==> config.mk <==
export PLATFORM = sky130hd
export DESIGN_NAME = ternary_role_step_machine_flat
export DESIGN_NICKNAME = d
export VERILOG_FILES = /design/src/rtl/trsm_pkg.sv /design/src/rtl/trsm_if.sv /design/src/rtl/ternary_role_step_machine.sv /design/src/flat_wrapper.sv
export SDC_FILE = /design/constraint.sdc
export NUM_CORES = 1
export LEC_CHECK = 0
export ABC_AREA = 1
export BUFFER_PORTS_ARGS = -buffer_cell sky130_fd_sc_hd__buf_2
export CORE_MARGIN = 10
export CORE_UTILIZATION = 60
export CTS_CLUSTER_DIAMETER = 60
export DETAILED_ROUTE_END_ITERATION = 6
export PLACE_DENSITY = 0.86
export SLEW_MARGIN = 20
export SYNTH_ARGS = -nofsm -noshare
export SYNTH_HDL_FRONTEND = slang
export SYNTH_SLANG_ARGS = --single-unit
==> constraint.sdc <==
create_clock -name i_clk -period 10 [get_ports i_clk]
set_input_delay 0.5 -clock i_clk [delete_from_list [all_inputs] [get_ports i_clk]]
set_output_delay 0.5 -clock i_clk [all_outputs]
set_load 0.03 [all_outputs]
==> src/rtl/trsm_pkg.sv <==
`default_nettype none

package trsm_pkg;

    typedef logic [1:0] t_trit;
    typedef logic [1:0] t_dim;
    typedef logic [7:0] t_count;

    // Role codes
    localparam t_trit ROLE_CTRL  = 2'd0;
    localparam t_trit ROLE_DATA  = 2'd1;
    localparam t_trit ROLE_COORD = 2'd2;

    // Combine modes held in the mode trit of the control dimension.
    localparam t_trit MODE_MAX   = 2'd0;
    localparam t_trit MODE_MIN   = 2'd1;
    localparam t_trit MODE_FIRST = 2'd2;

    // Command codes
    localparam logic CMD_STEP = 1'b0;
    localparam logic CMD_LOAD = 1'b1;

    localparam int unsigned NUM_DIMS = 3;
    localparam logic [1:0] NO_DIM = 2'd3;

    // A step reassigns roles once the counter sum reaches this value.
    localparam logic [9:0] STAB_SUM_MIN = 10'd18;
    localparam t_count     STAB_HIGH    = 8'd3;

    typedef struct packed {
        logic   cmd;
        t_dim   dim_index;
        t_trit  load_data;
        t_trit  load_mode;
        t_trit  load_route;
        t_trit  load_role;
        t_count load_stability;
    } t_in_word;

    typedef struct packed {
        logic [5:0] roles_in;
        logic [5:0] roles_out;
        logic       roles_moved;
        t_trit      pair_zero_one;
        t_trit      pair_one_two;
        t_trit      pair_two_zero;
        t_trit      emergent_data;
        t_trit      emergent_mode;
        t_trit      emergent_route;
    } t_out_word;

    function automatic t_trit sat_trit(input t_trit x);
        return (x == 2'd3) ? 2'd2 : x;
    endfunction

    // Spread of three trits: 0 all equal, 1 two equal, 2 all distinct.
    function automatic t_trit ent3(input t_trit a, input t_trit b, input t_trit c);
        if (a == b && b == c) begin
            return 2'd0;
        end
        if (a == b || a == c || b == c) begin
            return 2'd1;
        end
        return 2'd2;
    endfunction

    function automatic t_trit maj3(input t_trit a, input t_trit b, input t_trit c);
        if (a == b || a == c) begin
            return a;
        end
        if (b == c) begin
            return b;
        end
        return 2'd0;
    endfunction

    function automatic t_trit tmax(input t_trit a, input t_trit b);
        return (a >= b) ? a : b;
    endfunction

    function automatic t_trit tmin(input t_trit a, input t_trit b);
        return (a <= b) ? a : b;
    endfunction

    // Mode 0 takes the maximum, mode 1 the minimum, otherwise the first operand.
    function automatic t_trit combine(input t_trit a, input t_trit b, input t_trit mode);
        case (mode)
            MODE_MAX: return tmax(a, b);
            MODE_MIN: return tmin(a, b);
            default:  return a;
        endcase
    endfunction

    // Index of the smallest of three values, lowest index on ties.
    function automatic t_dim pick_min3(input t_trit e0, input t_trit e1, input t_trit e2);
        if (e0 <= e1 && e0 <= e2) begin
            return 2'd0;
        end
        return (e1 <= e2) ? 2'd1 : 2'd2;
    endfunction

    function automatic t_dim idx_next(input t_dim i);
        case (i)
            2'd0:    return 2'd1;
            2'd1:    return 2'd2;
            default: return 2'd0;
        endcase
    endfunction

    function automatic t_dim idx_prev(input t_dim i);
        case (i)
            2'd0:    return 2'd2;
            2'd1:    return 2'd0;
            default: return 2'd1;
        endcase
    endfunction

endpackage

`default_nettype wire

==> src/rtl/trsm_if.sv <==
`default_nettype none

interface trsm_in_if;
    logic       valid;
    logic       ready;
    logic       cmd;
    logic [1:0] dim_index;
    logic [1:0] load_data;
    logic [1:0] load_mode;
    logic [1:0] load_route;
    logic [1:0] load_role;
    logic [7:0] load_stability;

    modport source (
        output valid, cmd, dim_index, load_data, load_mode, load_route, load_role,
               load_stability,
        input  ready
    );
    modport sink (
        input  valid, cmd, dim_index, load_data, load_mode, load_route, load_role,
               load_stability,
        output ready
    );
endinterface

interface trsm_out_if;
    logic       valid;
    logic       ready;
    logic [5:0] roles_in;
    logic [5:0] roles_out;
    logic       roles_moved;
    logic [1:0] pair_zero_one;
    logic [1:0] pair_one_two;
    logic [1:0] pair_two_zero;
    logic [1:0] emergent_data;
    logic [1:0] emergent_mode;
    logic [1:0] emergent_route;

    modport source (
        output valid, roles_in, roles_out, roles_moved, pair_zero_one, pair_one_two,
               pair_two_zero, emergent_data, emergent_mode, emergent_route,
        input  ready
    );
    modport sink (
        input  valid, roles_in, roles_out, roles_moved, pair_zero_one, pair_one_two,
               pair_two_zero, emergent_data, emergent_mode, emergent_route,
        output ready
    );
endinterface

`default_nettype wire

==> src/rtl/ternary_role_step_machine.sv <==
`default_nettype none

// Three-dimension ternary role machine. Each dimension stores a data, a mode
// and a route trit, a role (control, data or coordinator) and an 8-bit
// stability counter. A load word writes one dimension, or none for index three,
// and returns nothing; a step word measures the spread of each field, reassigns
// the roles when the fields are unsettled or the counters have run long enough,
// combines the active pair, updates the trits under the roles and returns one
// result word. Every word is held in the input register until it can retire,
// and a step is evaluated in full in the cycle it leaves that register, so the
// stored state and the output register are written at the same edge. The block
// takes one word per cycle when the output side keeps up; a step result is
// written to the output register as its word leaves the input register. The
// rate is set by the read-modify-write of the dimension state, which the next
// step reads. A result waiting in the output register holds back a step in the
// input register but not a load, and while a step waits there the input is not
// ready. Counters saturate at the smaller of STABILITY_LIMIT and 255.
module ternary_role_step_machine
    import trsm_pkg::*;
#(
    parameter int STABILITY_LIMIT = 255
) (
    input  wire logic   i_clk,
    input  wire logic   i_rst_n,
    trsm_in_if.sink     i_in,
    trsm_out_if.source  o_out
);

    localparam t_count STAB_CAP = (STABILITY_LIMIT < 255) ? t_count'(STABILITY_LIMIT)
                                                          : 8'd255;

    // Input stage and output stage.
    logic      r_in_valid;
    t_in_word  r_in;
    logic      r_out_valid;
    t_out_word r_out;

    // Dimension state.
    t_trit  r_data  [NUM_DIMS];
    t_trit  r_mode  [NUM_DIMS];
    t_trit  r_route [NUM_DIMS];
    t_trit  r_role  [NUM_DIMS];
    t_count r_stab  [NUM_DIMS];

    t_trit  n_data  [NUM_DIMS];
    t_trit  n_mode  [NUM_DIMS];
    t_trit  n_route [NUM_DIMS];
    t_trit  n_role  [NUM_DIMS];
    t_count n_stab  [NUM_DIMS];

    // Step results.
    t_trit     s_data  [NUM_DIMS];
    t_trit     s_mode  [NUM_DIMS];
    t_trit     s_route [NUM_DIMS];
    t_trit     s_role  [NUM_DIMS];
    t_count    s_stab  [NUM_DIMS];
    t_out_word s_out;

    logic     out_free;
    logic     advance;
    logic     in_accept;
    t_in_word in_word;

    // An output slot is needed only by step words; loads retire freely.
    assign out_free  = !r_out_valid || o_out.ready;
    assign advance   = r_in_valid && ((r_in.cmd == CMD_LOAD) || out_free);
    assign i_in.ready = !r_in_valid || advance;
    assign in_accept = i_in.valid && i_in.ready;

    assign in_word = '{
        cmd:            i_in.cmd,
        dim_index:      i_in.dim_index,
        load_data:      i_in.load_data,
        load_mode:      i_in.load_mode,
        load_route:     i_in.load_route,
        load_role:      i_in.load_role,
        load_stability: i_in.load_stability
    };

    // One complete step, evaluated from the stored state.
    always_comb begin
        t_trit      e_d, e_m, e_r;
        logic       stable;
        logic [9:0] sum;
        logic       do_reassign;
        logic [2:0] sc [NUM_DIMS];
        logic [2:0] sd [NUM_DIMS];
        t_dim       bc, bd, nx;
        logic [5:0] old_pack, new_pack;
        logic       changed;
        logic       ctrl_ok, dat_ok, crd_ok;
        t_dim       ctrl_ix, dat_ix, crd_ix;
        t_trit      mode_sel, ap;
        t_trit      pr [NUM_DIMS];
        t_trit      ma, mb, rr;
        t_trit      re0, re1, re2;

        s_data  = r_data;
        s_mode  = r_mode;
        s_route = r_route;

        e_d = ent3(r_data[0], r_data[1], r_data[2]);
        e_m = ent3(r_mode[0], r_mode[1], r_mode[2]);
        e_r = ent3(r_route[0], r_route[1], r_route[2]);
        stable = (e_d != 2'd2) && (e_m != 2'd2) && (e_r != 2'd2);
        sum = 10'(r_stab[0]) + 10'(r_stab[1]) + 10'(r_stab[2]);
        do_reassign = !stable || (sum >= STAB_SUM_MIN);

        // Scores for the control and data roles; the coordinator takes what is left.
        for (int i = 0; i < NUM_DIMS; i++) begin
            nx = idx_next(t_dim'(i));
            sc[i] = ((r_mode[i] == r_mode[nx]) ? 3'd3 : 3'd0)
                  + (!stable ? 3'd2 : 3'd0)
                  + ((e_d == 2'd2) ? 3'd2 : 3'd0);
            sd[i] = ((r_data[i] != r_data[nx]) ? 3'd3 : 3'd0)
                  + ((e_m == 2'd0) ? 3'd3 : 3'd0)
                  + ((r_stab[i] > STAB_HIGH) ? 3'd1 : 3'd0);
        end
        bc = 2'd0;
        for (int i = 1; i < NUM_DIMS; i++) begin
            if (sc[i] > sc[bc]) begin
                bc = t_dim'(i);
            end
        end
        bd = (bc == 2'd0) ? 2'd1 : 2'd0;
        for (int i = 0; i < NUM_DIMS; i++) begin
            if (t_dim'(i) != bc && sd[i] > sd[bd]) begin
                bd = t_dim'(i);
            end
        end
        for (int i = 0; i < NUM_DIMS; i++) begin
            if (!do_reassign) begin
                s_role[i] = r_role[i];
            end else if (t_dim'(i) == bc) begin
                s_role[i] = ROLE_CTRL;
            end else if (t_dim'(i) == bd) begin
                s_role[i] = ROLE_DATA;
            end else begin
                s_role[i] = ROLE_COORD;
            end
        end
        old_pack = {r_role[2], r_role[1], r_role[0]};
        new_pack = {s_role[2], s_role[1], s_role[0]};
        changed  = old_pack != new_pack;

        // With duplicate roles the lowest dimension acts, so scan downward.
        ctrl_ok = 1'b0; dat_ok = 1'b0; crd_ok = 1'b0;
        ctrl_ix = 2'd0; dat_ix = 2'd0; crd_ix = 2'd0;
        for (int i = NUM_DIMS - 1; i >= 0; i--) begin
            if (s_role[i] == ROLE_CTRL) begin
                ctrl_ok = 1'b1;
                ctrl_ix = t_dim'(i);
            end
            if (s_role[i] == ROLE_DATA) begin
                dat_ok = 1'b1;
                dat_ix = t_dim'(i);
            end
            if (s_role[i] == ROLE_COORD) begin
                crd_ok = 1'b1;
                crd_ix = t_dim'(i);
            end
        end

        mode_sel = ctrl_ok ? r_mode[ctrl_ix] : MODE_FIRST;
        ap       = crd_ok ? r_route[crd_ix] : 2'd0;
        pr[0] = (ap == 2'd0) ? combine(r_data[0], r_data[1], mode_sel) : r_data[0];
        pr[1] = (ap == 2'd1) ? combine(r_data[1], r_data[2], mode_sel) : r_data[1];
        pr[2] = (ap == 2'd2) ? combine(r_data[2], r_data[0], mode_sel) : r_data[2];

        // Mode update by the control dimension.
        ma = r_mode[idx_prev(ctrl_ix)];
        mb = r_mode[idx_next(ctrl_ix)];
        rr = pr[idx_prev(ctrl_ix)];
        if (ctrl_ok) begin
            s_mode[ctrl_ix] = (rr == tmin(ma, mb)) ? MODE_MIN
                            : ((rr == tmax(ma, mb)) ? MODE_MAX : MODE_FIRST);
        end

        // Data update by the data dimension.
        if (dat_ok) begin
            s_data[dat_ix] = pr[dat_ix];
        end

        // Route update by the coordinator, using the data trits just written.
        re0 = ent3(s_data[0], s_data[1], pr[0]);
        re1 = ent3(s_data[1], s_data[2], pr[1]);
        re2 = ent3(s_data[2], s_data[0], pr[2]);
        if (crd_ok) begin
            s_route[crd_ix] = pick_min3(re0, re1, re2);
        end

        for (int i = 0; i < NUM_DIMS; i++) begin
            if (changed) begin
                s_stab[i] = 8'd0;
            end else if (r_stab[i] < STAB_CAP) begin
                s_stab[i] = r_stab[i] + 8'd1;
            end else begin
                s_stab[i] = r_stab[i];
            end
        end

        s_out.roles_in       = old_pack;
        s_out.roles_out      = new_pack;
        s_out.roles_moved    = changed;
        s_out.pair_zero_one  = pr[0];
        s_out.pair_one_two   = pr[1];
        s_out.pair_two_zero  = pr[2];
        s_out.emergent_data  = maj3(pr[0], pr[1], pr[2]);
        s_out.emergent_mode  = (ent3(pr[0], pr[1], pr[2]) == 2'd2) ? 2'd2
                             : maj3(s_mode[0], s_mode[1], s_mode[2]);
        s_out.emergent_route = pick_min3({1'b0, s_data[0] != s_data[1]},
                                         {1'b0, s_data[1] != s_data[2]},
                                         {1'b0, s_data[2] != s_data[0]});
    end

    // Next state: a load writes at most one dimension, a step takes the step results.
    always_comb begin
        n_data  = r_data;
        n_mode  = r_mode;
        n_route = r_route;
        n_role  = r_role;
        n_stab  = r_stab;
        if (advance) begin
            if (r_in.cmd == CMD_LOAD) begin
                for (int i = 0; i < NUM_DIMS; i++) begin
                    if (r_in.dim_index != NO_DIM && r_in.dim_index == t_dim'(i)) begin
                        n_data[i]  = sat_trit(r_in.load_data);
                        n_mode[i]  = sat_trit(r_in.load_mode);
                        n_route[i] = sat_trit(r_in.load_route);
                        n_role[i]  = sat_trit(r_in.load_role);
                        n_stab[i]  = r_in.load_stability;
                    end
                end
            end else begin
                n_data  = s_data;
                n_mode  = s_mode;
                n_route = s_route;
                n_role  = s_role;
                n_stab  = s_stab;
            end
        end
    end

    always_ff @(posedge i_clk) begin
        if (!i_rst_n) begin
            r_in_valid  <= 1'b0;
            r_out_valid <= 1'b0;
            for (int i = 0; i < NUM_DIMS; i++) begin
                r_data[i]  <= 2'd0;
                r_mode[i]  <= 2'd0;
                r_route[i] <= 2'd0;
                r_role[i]  <= t_trit'(i);
                r_stab[i]  <= 8'd0;
            end
        end else begin
            if (in_accept) begin
                r_in_valid <= 1'b1;
            end else if (advance) begin
                r_in_valid <= 1'b0;
            end
            if (advance && r_in.cmd == CMD_STEP) begin
                r_out_valid <= 1'b1;
            end else if (o_out.ready) begin
                r_out_valid <= 1'b0;
            end
            r_data  <= n_data;
            r_mode  <= n_mode;
            r_route <= n_route;
            r_role  <= n_role;
            r_stab  <= n_stab;
        end
    end

    // Payload registers carry no reset.
    always_ff @(posedge i_clk) begin
        if (in_accept) begin
            r_in <= in_word;
        end
        if (advance && r_in.cmd == CMD_STEP) begin
            r_out <= s_out;
        end
    end

    assign o_out.valid          = r_out_valid;
    assign o_out.roles_in       = r_out.roles_in;
    assign o_out.roles_out      = r_out.roles_out;
    assign o_out.roles_moved    = r_out.roles_moved;
    assign o_out.pair_zero_one  = r_out.pair_zero_one;
    assign o_out.pair_one_two   = r_out.pair_one_two;
    assign o_out.pair_two_zero  = r_out.pair_two_zero;
    assign o_out.emergent_data  = r_out.emergent_data;
    assign o_out.emergent_mode  = r_out.emergent_mode;
    assign o_out.emergent_route = r_out.emergent_route;

endmodule

`default_nettype wire

==> src/flat_wrapper.sv <==
// flat-port wrapper written by rule: the top's interface ports become plain ports
module ternary_role_step_machine_flat import trsm_pkg::*;
#(
    parameter int STABILITY_LIMIT = 255
)
  (i_clk, i_rst_n, i_in_valid, i_in_cmd, i_in_dim_index, i_in_load_data, i_in_load_mode, i_in_load_route, i_in_load_role, i_in_load_stability, i_in_ready, o_out_valid, o_out_roles_in, o_out_roles_out, o_out_roles_moved, o_out_pair_zero_one, o_out_pair_one_two, o_out_pair_two_zero, o_out_emergent_data, o_out_emergent_mode, o_out_emergent_route, o_out_ready);
  trsm_in_if i_in_i ();
  trsm_out_if o_out_i ();
  input  wire logic i_clk;
  input  wire logic i_rst_n;
  input wire logic [$bits(i_in_i.valid)-1:0] i_in_valid;
  input wire logic [$bits(i_in_i.cmd)-1:0] i_in_cmd;
  input wire logic [$bits(i_in_i.dim_index)-1:0] i_in_dim_index;
  input wire logic [$bits(i_in_i.load_data)-1:0] i_in_load_data;
  input wire logic [$bits(i_in_i.load_mode)-1:0] i_in_load_mode;
  input wire logic [$bits(i_in_i.load_route)-1:0] i_in_load_route;
  input wire logic [$bits(i_in_i.load_role)-1:0] i_in_load_role;
  input wire logic [$bits(i_in_i.load_stability)-1:0] i_in_load_stability;
  output wire logic [$bits(i_in_i.ready)-1:0] i_in_ready;
  output wire logic [$bits(o_out_i.valid)-1:0] o_out_valid;
  output wire logic [$bits(o_out_i.roles_in)-1:0] o_out_roles_in;
  output wire logic [$bits(o_out_i.roles_out)-1:0] o_out_roles_out;
  output wire logic [$bits(o_out_i.roles_moved)-1:0] o_out_roles_moved;
  output wire logic [$bits(o_out_i.pair_zero_one)-1:0] o_out_pair_zero_one;
  output wire logic [$bits(o_out_i.pair_one_two)-1:0] o_out_pair_one_two;
  output wire logic [$bits(o_out_i.pair_two_zero)-1:0] o_out_pair_two_zero;
  output wire logic [$bits(o_out_i.emergent_data)-1:0] o_out_emergent_data;
  output wire logic [$bits(o_out_i.emergent_mode)-1:0] o_out_emergent_mode;
  output wire logic [$bits(o_out_i.emergent_route)-1:0] o_out_emergent_route;
  input wire logic [$bits(o_out_i.ready)-1:0] o_out_ready;
  assign i_in_i.valid = i_in_valid;
  assign i_in_i.cmd = i_in_cmd;
  assign i_in_i.dim_index = i_in_dim_index;
  assign i_in_i.load_data = i_in_load_data;
  assign i_in_i.load_mode = i_in_load_mode;
  assign i_in_i.load_route = i_in_load_route;
  assign i_in_i.load_role = i_in_load_role;
  assign i_in_i.load_stability = i_in_load_stability;
  assign i_in_ready = i_in_i.ready;
  assign o_out_valid = o_out_i.valid;
  assign o_out_roles_in = o_out_i.roles_in;
  assign o_out_roles_out = o_out_i.roles_out;
  assign o_out_roles_moved = o_out_i.roles_moved;
  assign o_out_pair_zero_one = o_out_i.pair_zero_one;
  assign o_out_pair_one_two = o_out_i.pair_one_two;
  assign o_out_pair_two_zero = o_out_i.pair_two_zero;
  assign o_out_emergent_data = o_out_i.emergent_data;
  assign o_out_emergent_mode = o_out_i.emergent_mode;
  assign o_out_emergent_route = o_out_i.emergent_route;
  assign o_out_i.ready = o_out_ready;
  ternary_role_step_machine #(.STABILITY_LIMIT(STABILITY_LIMIT)) u_core (.i_clk(i_clk), .i_rst_n(i_rst_n), .i_in(i_in_i), .o_out(o_out_i));
endmodule
==> results.toml, run 1 <==
[worst_setup_path]
startpoint_type = "register"
worstSetupPathType = "register to register"
r2r_end = "u_core.r_route[2]"
end_kind = "register"
r2r-start = "u_core.r_data[1]"
slowest_stage = "dfxtp_4"
cp_max_fo = 7
reg2regPathDepth = 64
crit_path_frequent_cell = "nand2_1"
rrSetupSlack_ps = 520
arrival_ps = 9760
max_stage_delay_ps = 370
required_ps = 10290

[route]
wl_met3_um = 1750
dr_wl_met2_um = 9190
routed_via_density = 5.76
wl_met1_um = 9140
routed_wl_um = 20400
top_layer = "met4"
antenna_left = 0
drc = 0
dr.pass1.iters = 6
drt_iter0_drc = 893
vias = 7629
routedWlPerCell_um = 15.4

[yosys]
synth_ff_type = "dfxtp_1"
synth_edf_count = 44
async_flop_share = 0
yosys_warnings = 0
ys_ff_latch = 94
syn_area_um2 = 7800
avgSynthCellArea_um2 = 7.11
synth.distinct_cells = 48
synth_nets = 1183
yosysSeqAreaShare = 0.298
synthesis.instances = 1097

[global_routing]
grt_max_degree = 45
grt_use_total = 0.218
grt_pass1_wl_um = 32600
antenna_found_initial = 0
grt-ovfl-total = 0
grt_pass1_vias = 6812

[floorplanning]
die_w_um = 134
die_h_um = 134
placementRows = 41
core_um2 = 12700
start_util = 0.616
die_area_um2 = 18000
num_io_pins = 50

[timing]
hold_viol = 0
setup_viol = 0
tightestPinTransition_ps = 1120
fmax_mhz = 106
skew_ps = 9.36
slew_violations = 0
relSlewSlack = 0.253
fin_crit_ps = 9480
fin_crit_sh = 0.948

[cts]
root_buffer = "clkbuf_16"
cts_tree = "done"
clk_pin_slew_ps = 70
cts_buffers = 9
clockBufferDepth = 2
cts.sinks = 94
h-tree-depth = 3
clk_latency_ps = 360
hold_buffers = 0

[cells_and_area]
drive_above_1_share = 0.173
fillers = 1020
nets = 1233
final_cell_mix = "nand2_1 (282), inv_1 (133), o21ai_0 (85)"
diodes = 0
area_growth_pct = 11.8
design_area_um2 = 8720
layout_commonest_cell = "nand2_1"

[outcome]
outcome = "completed"

[placed_design]
dp_hpwl_um = 14900
dpl_cell_area_um2 = 8230
routabilityCongestion = 0.933
io_buffers = 49

[run]
cap_viol_max_count = 0

[hold_path]
hold_start = "i_in_load_stability[1]"
hold_path.class = "primary input to register"
hold_end = "u_core.r_in[1]"
whs_path_depth = 1
flip-flops by register name (all words and copies together) (netlist names):
name / flops
u_core.o_out.pair_zero_one: 2
u_core.r_in: 19
u_core.o_out.pair_one_two: 2
u_core.o_out.emergent_mode: 2
u_core.o_out.emergent_route: 2
u_core.o_out.roles_out: 6
u_core.r_mode: 6
u_core.r_role: 6
u_core.r_in_valid: 1
u_core.r_route: 6
u_core.o_out.valid: 1
u_core.o_out.roles_moved: 1
u_core.o_out.emergent_data: 2
u_core.o_out.roles_in: 6
u_core.r_stab: 24
u_core.o_out.pair_two_zero: 2
u_core.r_data: 6
per-layer routing:
metal	vias up	GRT usage
li1	3738	-
met1	3489	0.297
met2	367	0.340
met3	35	0.0467
met4	0	0.0605
met5	-	0
worst max-delay path by stage:
stage | end | cells after the start | start
2_1_floorplan | u_core.r_route[0] | 60 | u_core.r_data[1]
3_3_place_gp | u_core.r_route[2] | 60 | u_core.r_data[1]
3_5_place_dp | u_core.r_route[2] | 59 | u_core.r_data[5]
4_1_cts | u_core.r_route[2] | 60 | u_core.r_mode[3]
5_1_grt | u_core.r_route[2] | 64 | u_core.r_data[0]
6_report | u_core.r_route[2] | 64 | u_core.r_data[1]
per-stage QoR:
stage	TNS, ps	setup slack [ps]	std cells	utilization	hold WS, ps
final	0	525	1324	0.689	313
after floorplan	0	1420	1097	-	430
after global placement	0	175	1304	0.650	496
after global routing	-270	-141	1324	0.689	311
after detailed placement	-149	-84.1	1304	0.650	494
after CTS	0	49.3	1320	0.675	314
logic make-up after synthesis:
logic type | Yosys count | share of synthesized area
fa+ha+maj | 63 | 0.109
flops | 94 | 0.298
buf+inv | 173 | 0.0839
mux | 1 | 0.00128
simple gates | 525 | 0.317
xor+xnor | 33 | 0.0370
compound gates | 208 | 0.155
critical path: cells and delay by family, from the launching register on:
| kind | cells | cell delay (ps) |
|---|---|---|
| xor+xnor | 1 | 210 |
| fa+ha+maj | 7 | 1970 |
| simple gates | 33 | 3730 |
| flops | 1 | 370 |
| compound gates | 16 | 2390 |
| buf+inv | 7 | 710 |
synth_stat cells (5+ instances only):
library cell	number	area [um^2]
dfxtp_1	50	1000
ha_1	55	688
o211ai_1	6	45.0
nor2_1	74	278
nand2_4	8	90.1
nor2_4	5	56.3
inv_2	14	52.6
nand2_2	31	194
nand3_1	66	330
nand3_2	11	110
a31oi_1	22	138
nand4_1	10	62.6
inv_1	138	518
edfxtp_1	44	1320
fa_1	8	160
nand3b_1	8	60.1
xor2_1	16	140
a21oi_1	60	300
clkbuf_1	14	52.6
nand2_1	287	1080
xnor2_1	17	149
o21ai_1	5	25.0
o21ai_0	85	425
timing repair:
action | CTS | global route
pin swaps | 0 | 11
setup endpoints to repair | 2 | 11
buffers inserted | 0 | 4
cloned | 0 | 0
resized for setup | 2 | 42
layout make-up:
type	instances	area, um^2	share of cell area
clock buffers	10	229	0.0262
flip-flops and latches	94	2340	0.268
well taps	172	215	0.0247
clock inverters	6	76.3	0.00875
inverters	152	571	0.0654
repair buffers	60	328	0.0376
multi-input cells	830	4970	0.569
Power of run 1 is not shown: default switching activity piles up to over one toggle a cycle in this logic, so the estimate is an artifact.
==> run 2: changes to the inputs <==
- CORE_MARGIN: 10 -> 2
==> run 2 against run 1 <==
First-iteration DRC count down 19%. Final area down 0.13%. Worst hold slack worse by 8.4 ps. Sequential share of layout area about the same. Critical endpoint is now u_core.r_route[1]. Global-route usage up 6.5 points. Flip-flop and latch count unchanged. Register-to-register slack worse by 40 ps. Maximum frequency down 0.42%. Core utilization down 0.089 points. Largest cell class unchanged. Die area down 22%. Via count down 1.4%.
==> results.toml, run 2 (synthesized netlist as in run 1, its figures left out) <==
[outcome]
outcome = "completed"

[worst_setup_path]
rrSetupSlack_ps = 480
r2r-start = "u_core.r_mode[0]"
worstSetupPathType = "register to register"
cp-endpoint = "u_core.r_route[1]"
startpoint_type = "register"
arrival_ps = 9820
max_stage_delay_ps = 470
required_ps = 10300
startpoint = "u_core.r_mode[0]"
slowest_stage = "dfxtp_1"
reg2regPathDepth = 62
crit_path_frequent_cell = "nand2_1"
cp_max_fo = 7
end_kind = "register"
r2r_end = "u_core.r_route[1]"

[cells_and_area]
final_cell_mix = "nand2_1 (281), inv_1 (135), o21ai_0 (83)"
drive_above_1_share = 0.172
regMostFlops = "u_core.r_stab"
reg_top3 = "u_core.r_stab x24, u_core.r_in x19"
area_growth_pct = 11.7
layout_commonest_cell = "nand2_1"
largest_reg_flops = 24
diodes = 0
nets = 1235

[floorplanning]
die_h_um = 118
placementRows = 41
start_util = 0.616
die_area_um2 = 13900
num_io_pins = 50
die_w_um = 118
core_um2 = 12700

[placed_design]
routabilityCongestion = 0.994
dp_hpwl_um = 14300
io_buffers = 49

[hold_path]
whs_path_depth = 1
hold_start = "i_in_load_data[1]"
hold_path.class = "primary input to register"

[timing]
slew_violations = 0
fin_crit_ps = 9520
tightestPinTransition_ps = 1080
holdWs_ps = 305
skew_ps = 12.0
setup_viol = 0
hold_viol = 0
fin_crit_sh = 0.952
relSlewSlack = 0.276
fmax_mhz = 105

[route]
antenna_left = 0
vias = 7525
drt_iter0_drc = 727
routedWlPerCell_um = 14.8
dr.pass1.iters = 6
drc = 0
routed_wl_um = 19600
routed_via_density = 5.67

[global_routing]
grt_use_total = 0.283
antenna_found_initial = 0
grt_pass1_vias = 6605
grt_max_degree = 45
grt-ovfl-total = 0
grt_pass1_wl_um = 31900

[run]
cap_viol_max_count = 0

[cts]
cts_tree = "done"
cts.sinks = 94
clk_pin_slew_ps = 80
clockBufferDepth = 2
cts_buffers = 9
clk_latency_ps = 360
root_buffer = "clkbuf_16"
h-tree-depth = 3
run 2: how the worst min path moves through the flow:
stage,endpoint
detailed placement,u_core.o_out.roles_in[2]
floorplan,u_core.o_out.roles_in[2]
global route,u_core.r_in[11]
finish,u_core.r_in[15]
global placement,u_core.o_out.roles_in[2]
CTS,u_core.r_in[6]
run 2: metrics by stage:
step / util / setup WS, ps / TNS (ps) / cell area, um^2 / instances
global route: 0.688 / -220 / -667 / 8710 / 1326
detailed placement: 0.652 / 103 / 0 / 8260 / 1307
CTS: 0.675 / 1.79 / 0 / 8550 / 1323
floorplan: - / 1420 / 0 / 7800 / 1097
global placement: 0.652 / 257 / 0 / 8260 / 1307
finish: 0.688 / 485 / 0 / 8710 / 1326
run 2: per-layer routing:
metal | GRT usage | wire length [um]
met1 | 0.401 | 8810
met2 | 0.430 | 8680
met3 | 0.0567 | 1780
met4 | 0.0979 | 386
met5 | 0 | 0
run 2: critical path, delay by kind of cell (launching register included):
kind	cells	cell delay, ps
AO/OA/AOI/OAI	14	2390
flip-flops	1	470
adder cells (fa/ha/maj)	7	1950
XOR/XNOR	2	290
buffers and inverters	7	690
AND/OR/NAND/NOR	32	3680
run 2: timing repair:
action | in CTS | in global routing
endpoints found under the setup margin | 0 | 13
gates resized for setup | 0 | 41
buffers inserted | 0 | 3
hold buffers | 0 | 0
run 2: area by class of cell:
type | count | area [um^2]
clock buffers | 9 | 225
clock inverters | 7 | 71.3
inverters | 152 | 571
flip-flops and latches | 94 | 2330
fillers | 1030 | 3960
repair buffers | 62 | 343
multi-input cells | 830 | 4950
well taps | 172 | 215
Power of run 2 is left out for the same reason.
